$ cat config.mk
export PLATFORM = sky130hd
export DESIGN_NAME = proximity_gated_sample_averager_top
export DESIGN_NICKNAME = d
export VERILOG_FILES = /design/src/design/pgsa_pkg.sv /design/src/design/pgsa_ranger.sv /design/src/design/pgsa_avg.sv /design/src/design/proximity_gated_sample_averager_top.sv
export SDC_FILE = /design/constraint.sdc
export NUM_CORES = 1
export LEC_CHECK = 0
export BUFFER_PORTS_ARGS = -buffer_cell sky130_fd_sc_hd__buf_4
export CELL_PAD_IN_SITES_DETAIL_PLACEMENT = 0
export CELL_PAD_IN_SITES_GLOBAL_PLACEMENT = 2
export CORE_AREA = 3 3 159 161
export DETAILED_ROUTE_END_ITERATION = 10
export DIE_AREA = 0 0 162 164
export PLACE_DENSITY_LB_ADDON = 0.2
export SLEW_MARGIN = 5
export SYNTH_ARGS = -nofsm -noshare
export SYNTH_HDL_FRONTEND = slang
export SYNTH_SLANG_ARGS = --single-unit
$ cat constraint.sdc
create_clock -name clk -period 7.5 [get_ports clk]
set_input_delay 0.75 -clock clk [delete_from_list [all_inputs] [get_ports clk]]
set_output_delay 0.75 -clock clk [all_outputs]
set_load 0.03 [all_outputs]
$ cat src/design/pgsa_pkg.sv
// Package for the proximity-gated sample averager.
// Shared types, command codes and fixed-point constants; no dependencies.
`default_nettype none

package pgsa_pkg;

	localparam int unsigned SAMPLE_BITS_DEF = 8;

	// cm per 1 us tick in Q16 (0.01715 cm/us, rounded)
	localparam logic [10:0] CM_PER_TICK_Q16 = 11'd1124;

	localparam logic [7:0] CMD_MANUAL   = 8'h6D; // 'm'
	localparam logic [7:0] CMD_DISTANCE = 8'h64; // 'd'

	typedef enum logic [1:0] {
		KIND_TICK    = 2'd0,
		KIND_SAMPLE  = 2'd1,
		KIND_COMMAND = 2'd2
	} kind_t;

	typedef enum logic [2:0] {
		CFG_TRIGGER_TICKS = 3'd0,
		CFG_ECHO_TIMEOUT  = 3'd1,
		CFG_GAP_TICKS     = 3'd2,
		CFG_NEAR_THRESH   = 3'd3,
		CFG_NO_ECHO_DIST  = 3'd4
	} cfg_idx_t;

	typedef enum logic [2:0] {
		OP_IDLE     = 3'b001,
		OP_MANUAL   = 3'b010,
		OP_DISTANCE = 3'b100
	} opmode_t;

	typedef enum logic [3:0] {
		PH_TRIGGER = 4'b0001,
		PH_WAIT    = 4'b0010,
		PH_MEASURE = 4'b0100,
		PH_GAP     = 4'b1000
	} phase_t;

	typedef struct packed {
		logic [7:0]  trigger_ticks;
		logic [15:0] echo_timeout_ticks;
		logic [15:0] gap_ticks;
		logic [7:0]  near_threshold_cm;
		logic [7:0]  no_echo_distance_cm;
	} cfg_t;

	// ranger status: current gating state plus post-word indicator values
	typedef struct packed {
		logic       manual;
		logic       near_now;
		logic       trigger;
		logic       led_next;
		logic       near_next;
		logic [7:0] dist_next;
	} rng_stat_t;

endpackage

`default_nettype wire

$ cat src/design/pgsa_ranger.sv
// Ranging sequencer: operating mode, trigger/echo/gap phases, distance and near flag.
// Depends on pgsa_pkg.
`default_nettype none

module pgsa_ranger
	import pgsa_pkg::*;
(
	input  wire logic       clk,
	input  wire logic       arst_n,
	input  wire logic       accept,
	input  wire logic [1:0] mode,
	input  wire logic       echo_level,
	input  wire logic [7:0] command_byte,
	input  wire cfg_t       cfg,
	output rng_stat_t       stat
);

	opmode_t     opmode_q, opmode_d;
	phase_t      phase_q, phase_d;
	logic [15:0] count_q, count_d, count_up;
	logic        near_q, near_d;
	logic        led_q, led_d;
	logic [7:0]  dist_q, dist_d;
	logic        fin;
	logic [7:0]  fin_dist;
	logic [7:0]  trig_len;
	logic [26:0] meas_prod;
	logic [7:0]  meas_dist;
	logic        fin_near;

	assign count_up  = (count_q == 16'hFFFF) ? count_q : count_q + 16'd1;
	assign trig_len  = (cfg.trigger_ticks == 8'd0) ? 8'd1 : cfg.trigger_ticks;
	assign meas_prod = {11'd0, count_up} * {16'd0, CM_PER_TICK_Q16};
	assign meas_dist = (|meas_prod[26:24]) ? 8'hFF : meas_prod[23:16];
	assign fin_near  = fin_dist < cfg.near_threshold_cm;

	always_comb begin
		opmode_d = opmode_q;
		phase_d  = phase_q;
		count_d  = count_q;
		near_d   = near_q;
		led_d    = led_q;
		dist_d   = dist_q;
		fin      = 1'b0;
		fin_dist = cfg.no_echo_distance_cm;
		case (mode)
			KIND_TICK: begin
				if (opmode_q == OP_DISTANCE) begin
					unique case (phase_q)
						PH_TRIGGER: begin
							count_d = count_up;
							if (count_up >= {8'd0, trig_len})
								phase_d = PH_WAIT;
						end
						PH_WAIT: begin
							if (echo_level) begin
								phase_d = PH_MEASURE;
								count_d = 16'd0;
							end else begin
								count_d = count_up;
								fin     = count_up > cfg.echo_timeout_ticks;
							end
						end
						PH_MEASURE: begin
							count_d = count_up;
							if (!echo_level) begin
								fin      = 1'b1;
								fin_dist = meas_dist;
							end else begin
								fin = count_up > cfg.echo_timeout_ticks;
							end
						end
						PH_GAP: begin
							count_d = count_up;
							if (count_up >= cfg.gap_ticks) begin
								phase_d = PH_TRIGGER;
								count_d = 16'd0;
							end
						end
						default: ;
					endcase
				end
			end
			KIND_COMMAND: begin
				if (command_byte == CMD_MANUAL || command_byte == CMD_DISTANCE) begin
					opmode_d = (command_byte == CMD_MANUAL) ? OP_MANUAL : OP_DISTANCE;
					led_d    = (command_byte == CMD_MANUAL);
					near_d   = 1'b0;
					phase_d  = PH_TRIGGER;
					count_d  = 16'd0;
				end
			end
			default: ;
		endcase
		// end of a ranging cycle
		if (fin) begin
			dist_d  = fin_dist;
			near_d  = fin_near;
			led_d   = fin_near;
			count_d = 16'd0;
			phase_d = (cfg.gap_ticks == 16'd0) ? PH_TRIGGER : PH_GAP;
		end
	end

	always_ff @(posedge clk or negedge arst_n) begin
		if (!arst_n) begin
			opmode_q <= OP_IDLE;
			phase_q  <= PH_TRIGGER;
			count_q  <= 16'd0;
			near_q   <= 1'b0;
			led_q    <= 1'b0;
			dist_q   <= 8'd0;
		end else if (accept) begin
			opmode_q <= opmode_d;
			phase_q  <= phase_d;
			count_q  <= count_d;
			near_q   <= near_d;
			led_q    <= led_d;
			dist_q   <= dist_d;
		end
	end

	assign stat.manual    = (opmode_q == OP_MANUAL);
	assign stat.near_now  = near_q;
	assign stat.trigger   = (opmode_q == OP_DISTANCE) && (phase_q == PH_TRIGGER);
	assign stat.led_next  = led_d;
	assign stat.near_next = near_d;
	assign stat.dist_next = dist_d;

endmodule

`default_nettype wire

$ cat src/design/pgsa_avg.sv
// Sample gate and two-point averager with first-sample pass-through.
// Depends on pgsa_pkg.
`default_nettype none

module pgsa_avg
	import pgsa_pkg::*;
#(
	parameter int unsigned SAMPLE_BITS = SAMPLE_BITS_DEF
) (
	input  wire logic                   clk,
	input  wire logic                   arst_n,
	input  wire logic                   accept,
	input  wire logic [1:0]             mode,
	input  wire logic [SAMPLE_BITS-1:0] sample_in,
	input  wire logic                   gate_open,
	output logic                        pass,
	output logic [SAMPLE_BITS-1:0]      avg
);

	logic [SAMPLE_BITS-1:0] prev_q;
	logic                   first_q;
	logic [SAMPLE_BITS:0]   sum;

	assign pass = (mode == KIND_SAMPLE) && gate_open;
	assign sum  = {1'b0, sample_in} + {1'b0, prev_q};

	always_comb begin
		if (!pass)
			avg = '0;
		else if (first_q)
			avg = sample_in;
		else
			avg = sum[SAMPLE_BITS:1];
	end

	always_ff @(posedge clk or negedge arst_n) begin
		if (!arst_n) begin
			prev_q  <= '0;
			first_q <= 1'b1;
		end else if (accept && pass) begin
			prev_q  <= sample_in;
			first_q <= 1'b0;
		end
	end

endmodule

`default_nettype wire

$ cat src/design/proximity_gated_sample_averager_top.sv
// Top level of the proximity-gated sample averager: config registers, ranger,
// averager and the result register. Depends on pgsa_pkg, pgsa_ranger, pgsa_avg.
`default_nettype none

// Takes one word (tick, sample or command) per clock and returns one result word
// per input word, in the cycle after acceptance, from a single result register.
// in_stall is high only while that register holds a word the sink is stalling,
// so with out_stall low the block sustains one word per cycle. trigger_level
// shows the trigger drive in effect while the word ran; led_on, object_near and
// distance_cm show the state after it. The config port is always ready and
// should be written only while the block is idle.
module proximity_gated_sample_averager_top
	import pgsa_pkg::*;
#(
	parameter int unsigned SAMPLE_BITS = SAMPLE_BITS_DEF
) (
	input  wire logic                   clk,
	input  wire logic                   arst_n,
	input  wire logic                   cfg_valid,
	output logic                        cfg_ready,
	input  wire logic [2:0]             cfg_index,
	input  wire logic [15:0]            cfg_data,
	input  wire logic                   in_valid,
	output logic                        in_stall,
	input  wire logic [1:0]             mode,
	input  wire logic                   echo_level,
	input  wire logic [SAMPLE_BITS-1:0] sample_in,
	input  wire logic [7:0]             command_byte,
	output logic                        out_valid,
	input  wire logic                   out_stall,
	output logic                        sample_valid,
	output logic [SAMPLE_BITS-1:0]      sample_out,
	output logic                        trigger_level,
	output logic                        led_on,
	output logic                        object_near,
	output logic [7:0]                  distance_cm
);

	cfg_t                   cfg_q;
	rng_stat_t              stat;
	logic                   accept;
	logic                   pass;
	logic [SAMPLE_BITS-1:0] avg;
	logic                   out_valid_q;
	logic                   sample_valid_q;
	logic [SAMPLE_BITS-1:0] sample_out_q;
	logic                   trigger_q;
	logic                   led_q;
	logic                   near_q;
	logic [7:0]             dist_q;

	assign cfg_ready = 1'b1;
	assign in_stall  = out_valid_q && out_stall;
	assign accept    = in_valid && !in_stall;

	always_ff @(posedge clk or negedge arst_n) begin
		if (!arst_n) begin
			cfg_q.trigger_ticks       <= 8'd10;
			cfg_q.echo_timeout_ticks  <= 16'd1000;
			cfg_q.gap_ticks           <= 16'd60000;
			cfg_q.near_threshold_cm   <= 8'd10;
			cfg_q.no_echo_distance_cm <= 8'd100;
		end else if (cfg_valid && cfg_ready) begin
			unique case (cfg_index)
				CFG_TRIGGER_TICKS: cfg_q.trigger_ticks       <= cfg_data[7:0];
				CFG_ECHO_TIMEOUT:  cfg_q.echo_timeout_ticks  <= cfg_data;
				CFG_GAP_TICKS:     cfg_q.gap_ticks           <= cfg_data;
				CFG_NEAR_THRESH:   cfg_q.near_threshold_cm   <= cfg_data[7:0];
				CFG_NO_ECHO_DIST:  cfg_q.no_echo_distance_cm <= cfg_data[7:0];
				default: ;
			endcase
		end
	end

	pgsa_ranger u_ranger (
		.clk          (clk),
		.arst_n       (arst_n),
		.accept       (accept),
		.mode         (mode),
		.echo_level   (echo_level),
		.command_byte (command_byte),
		.cfg          (cfg_q),
		.stat         (stat)
	);

	pgsa_avg #(
		.SAMPLE_BITS (SAMPLE_BITS)
	) u_avg (
		.clk       (clk),
		.arst_n    (arst_n),
		.accept    (accept),
		.mode      (mode),
		.sample_in (sample_in),
		.gate_open (stat.manual || stat.near_now),
		.pass      (pass),
		.avg       (avg)
	);

	always_ff @(posedge clk or negedge arst_n) begin
		if (!arst_n) begin
			out_valid_q <= 1'b0;
		end else if (accept) begin
			out_valid_q <= 1'b1;
		end else if (!out_stall) begin
			out_valid_q <= 1'b0;
		end
	end

	always_ff @(posedge clk) begin
		if (accept) begin
			sample_valid_q <= pass;
			sample_out_q   <= avg;
			trigger_q      <= stat.trigger;
			led_q          <= stat.led_next;
			near_q         <= stat.near_next;
			dist_q         <= stat.dist_next;
		end
	end

	assign out_valid     = out_valid_q;
	assign sample_valid  = sample_valid_q;
	assign sample_out    = sample_out_q;
	assign trigger_level = trigger_q;
	assign led_on        = led_q;
	assign object_near   = near_q;
	assign distance_cm   = dist_q;

endmodule

`default_nettype wire

==> impl_metrics.py <==
metrics = {
    "setup_path": {
        "cp_max_fo": 11,
        "required_ns": 7.86,
        "cpPeakStageDelay_ns": 0.56,
        "crit_arrival_ns": 7.39,
        "cpMostUsedCell": "ha_1",
        "critPathSlowestCell": "dfrtp_1",
        "path_class": "reg2reg",
        "r2r_slack_ns": 0.47,
        "startpoint_type": "flip-flop",
        "crit_path_end_kind": "flip-flop",
    },
    "place": {
        "port_buffers": 64,
        "place_ws_ns": 0.1748,
        "place_congestion": 0.8586,
        "dp.final_hpwl_um": 20520,
    },
    "sta": {
        "layout_min_cycle_time_ns": 7.029,
        "rsz0062_at_grt": "false",
        "tns_ns": 0,
        "period_share": 0.9372,
        "setup_violations": 0,
        "hold_violations": 0,
        "maxSlewViolCount": 0,
        "slew_headroom": 0.2897,
        "tightest_slew_ns": 1.057,
        "max_freq_mhz": 142.3,
        "skew_ns": 0.01767,
        "fin_ws_ns": 0.4712,
    },
    "clocking": {
        "cts_tree": "done",
        "clkTransAtPathRegs_ns": 0.07,
        "clock-root-buffer": "clkbuf_16",
        "post_cts_buffers": 0,
        "clock-sinks": 119,
        "cts-resized-gates": 0,
        "numCtsBuffers": 17,
        "clockBufferDepth": 2,
        "insertion_delay_ns": 0.44,
        "postCtsHoldBufs": 0,
        "cts-htree-levels": 4,
    },
    "pwr": {
        "switching_share": 0.3161,
        "p_sw_uw": 641.4,
        "peakVddDrop_uv": 109.7,
        "power_mw": 2.029,
        "p_int_mw": 1.388,
        "p_per_area_nw_per_um2": 186.0,
        "p_clk_frac": 0.420,
        "p_leak_nw": 5.329,
        "combPwrFrac": 0.191,
        "pwr-share-seq": 0.389,
    },
    "synth": {
        "synth-seq-area-share": 0.3342,
        "synthesis.nets": 1159,
        "netlist_instances": 984,
        "syn_area_per_cell_um2": 9.446,
        "async_flop_share": 0.8319,
        "yosys_most_used_dff": "dfrtp_1",
        "synth-seq-cells": 119,
        "syn_area_um2": 9295,
        "synth_cell_types": 87,
        "ys_warn_count": 0,
        "synth-edff-count": 20,
    },
    "flow_run": {
        "cap_violations": 0,
    },
    "grt": {
        "antenna_found_initial": 0,
        "grt_pass1_vias": 7166,
        "grt_usage": 0.2060,
        "grt_pass1_wl_um": 41810,
        "grt_max_degree": 54,
        "gr-total-overflow": 0,
    },
    "routing": {
        "wl_um": 26330,
        "drc": 0,
        "drt_iter0_drc": 436,
        "viasPerCell": 5.268,
        "wl_per_cell_um": 18.78,
        "vias": 7386,
        "final_antenna_net_count": 0,
        "drt_pass1_iterations": 5,
    },
    "die": {
        "start_util": 0.3856,
        "core_um2": 24110,
        "rows": 57,
        "pin_count": 66,
        "die_height_um": 164,
        "die_area_um2": 26570,
        "die_x_um": 162,
    },
    "finish": {
        "syn_to_final_growth_pct": 17.36,
        "layout_commonest_cell": "inv_1",
        "fin_nets": 1240,
        "layout-drive-gt1-share": 0.2004,
        "antennaDiodeCount": 0,
        "final_cell_mix": "118 x inv_1, 109 x ha_1, 108 x nand2_1, 94 x buf_4, 75 x dfrtp_1",
    },
    "min_path": {
        "holdCritPathClass": "in2async",
    },
    "status": {
        "status": "complete, no violations",
    },
}
==> synth_stat cells (11+ instances only) <==
library cell | count | share of area
inv_1 | 118 | 0.048
ha_1 | 109 | 0.15
nand2_1 | 108 | 0.044
dfrtp_1 | 76 | 0.20
o21ai_0 | 57 | 0.031
nor2_1 | 50 | 0.020
a21oi_1 | 42 | 0.023
mux2_2 | 35 | 0.042
dfstp_2 | 23 | 0.065
fa_1 | 23 | 0.050
xnor2_1 | 22 | 0.021
edfxtp_1 | 20 | 0.065
clkbuf_1 | 19 | 0.0077
nand3_1 | 16 | 0.0086
a31oi_1 | 14 | 0.0094
nor2b_1 | 14 | 0.0094
nor3_1 | 13 | 0.0070
o21a_1 | 11 | 0.0089
==> layer usage <==
layer  share of wire  track usage  vias up
met5               0            0        -
li1                -            -     3646
met1            0.49       0.2943     3588
met2            0.46       0.3238      126
met3           0.034      0.02900       26
met4           0.018      0.06475        0
==> final timing paths <==
kind                                     start              endpoint  depth (start not counted)
max                        u_ranger.count_q[4]       u_ranger.near_q                         26
min                                     arst_n  u_ranger.count_q[15]                          1
max reg2reg                u_ranger.count_q[4]       u_ranger.near_q                         26
min reg2reg                 u_ranger.dist_q[0]    u_ranger.dist_q[0]                          2
max in group asynchronous               arst_n             cfg_q[26]                          2
min in group clk            u_ranger.dist_q[0]    u_ranger.dist_q[0]                          2
==> logic make-up (layout without fill, tap and decap cells) <==
group | count (synthesis) | after routing | synth area share
adder cells (fa/ha/maj) | 134 | 134 | 0.1987
XOR/XNOR | 29 | 29 | 0.02881
AND/OR/NAND/NOR | 290 | 290 | 0.1629
buffers and inverters | 153 | 247 | 0.06596
flip-flops | 119 | 119 | 0.3342
other | 1 | 1 | 0.0004034
AO/OA/AOI/OAI | 209 | 209 | 0.1505
multiplexers | 49 | 49 | 0.05856
==> power by group through the flow <==
stage	Clock, mW	Combinational, mW	Sequential, mW
2_1_floorplan	0	0.245	0.795
3_3_place_gp	0	0.389	0.799
3_5_place_dp	0	0.389	0.801
4_1_cts	0.869	0.393	0.790
5_1_grt	0.896	0.438	0.799
6_report	0.852	0.388	0.789
==> critical path: cells and delay by family, from the launching register on <==
| family | cells | cell delay (ns) |
|---|---|---|
| adders and majority gates | 6 | 2.24 |
| AOI/OAI and AO/OA | 10 | 2.21 |
| and+or+nand+nor | 6 | 1.51 |
| DFF | 1 | 0.56 |
| buffers and inverters | 3 | 0.27 |
| xor gates and xnor gates | 1 | 0.16 |
==> cell type report <==
cell class | count | area [um^2]
fillers | 2427 | 13200
multi-input cells | 712 | 5638
flip-flops and latches | 119 | 3108
repair buffers | 94 | 705.7
inverters | 121 | 454.2
clock buffers | 17 | 425.4
well taps | 324 | 405.4
clock inverters | 15 | 172.7
==> flip-flops by register name, indices dropped and copies added, names as in the netlist, 3 cells and up <==
signal             cells
u_avg.prev_q           8
cfg_q                 56
u_ranger.phase_q       4
sample_out             8
u_ranger.dist_q        8
u_ranger.opmode_q      3
distance_cm            8
u_ranger.count_q      16
==> metrics by stage <==
stage | hold slack [ns] | instance area [um^2] | utilization | cells
CTS | 0.3538 | 10880 | 0.4514 | 1402
floorplan | 0.4331 | 9295 | - | 984
finish | 0.3391 | 10910 | 0.4526 | 1402
global placement | 0.4455 | 10280 | 0.4266 | 1370
detailed placement | 0.4557 | 10280 | 0.4266 | 1370
global route | 0.3753 | 10910 | 0.4526 | 1402
Power figures use the tool's default switching activity.
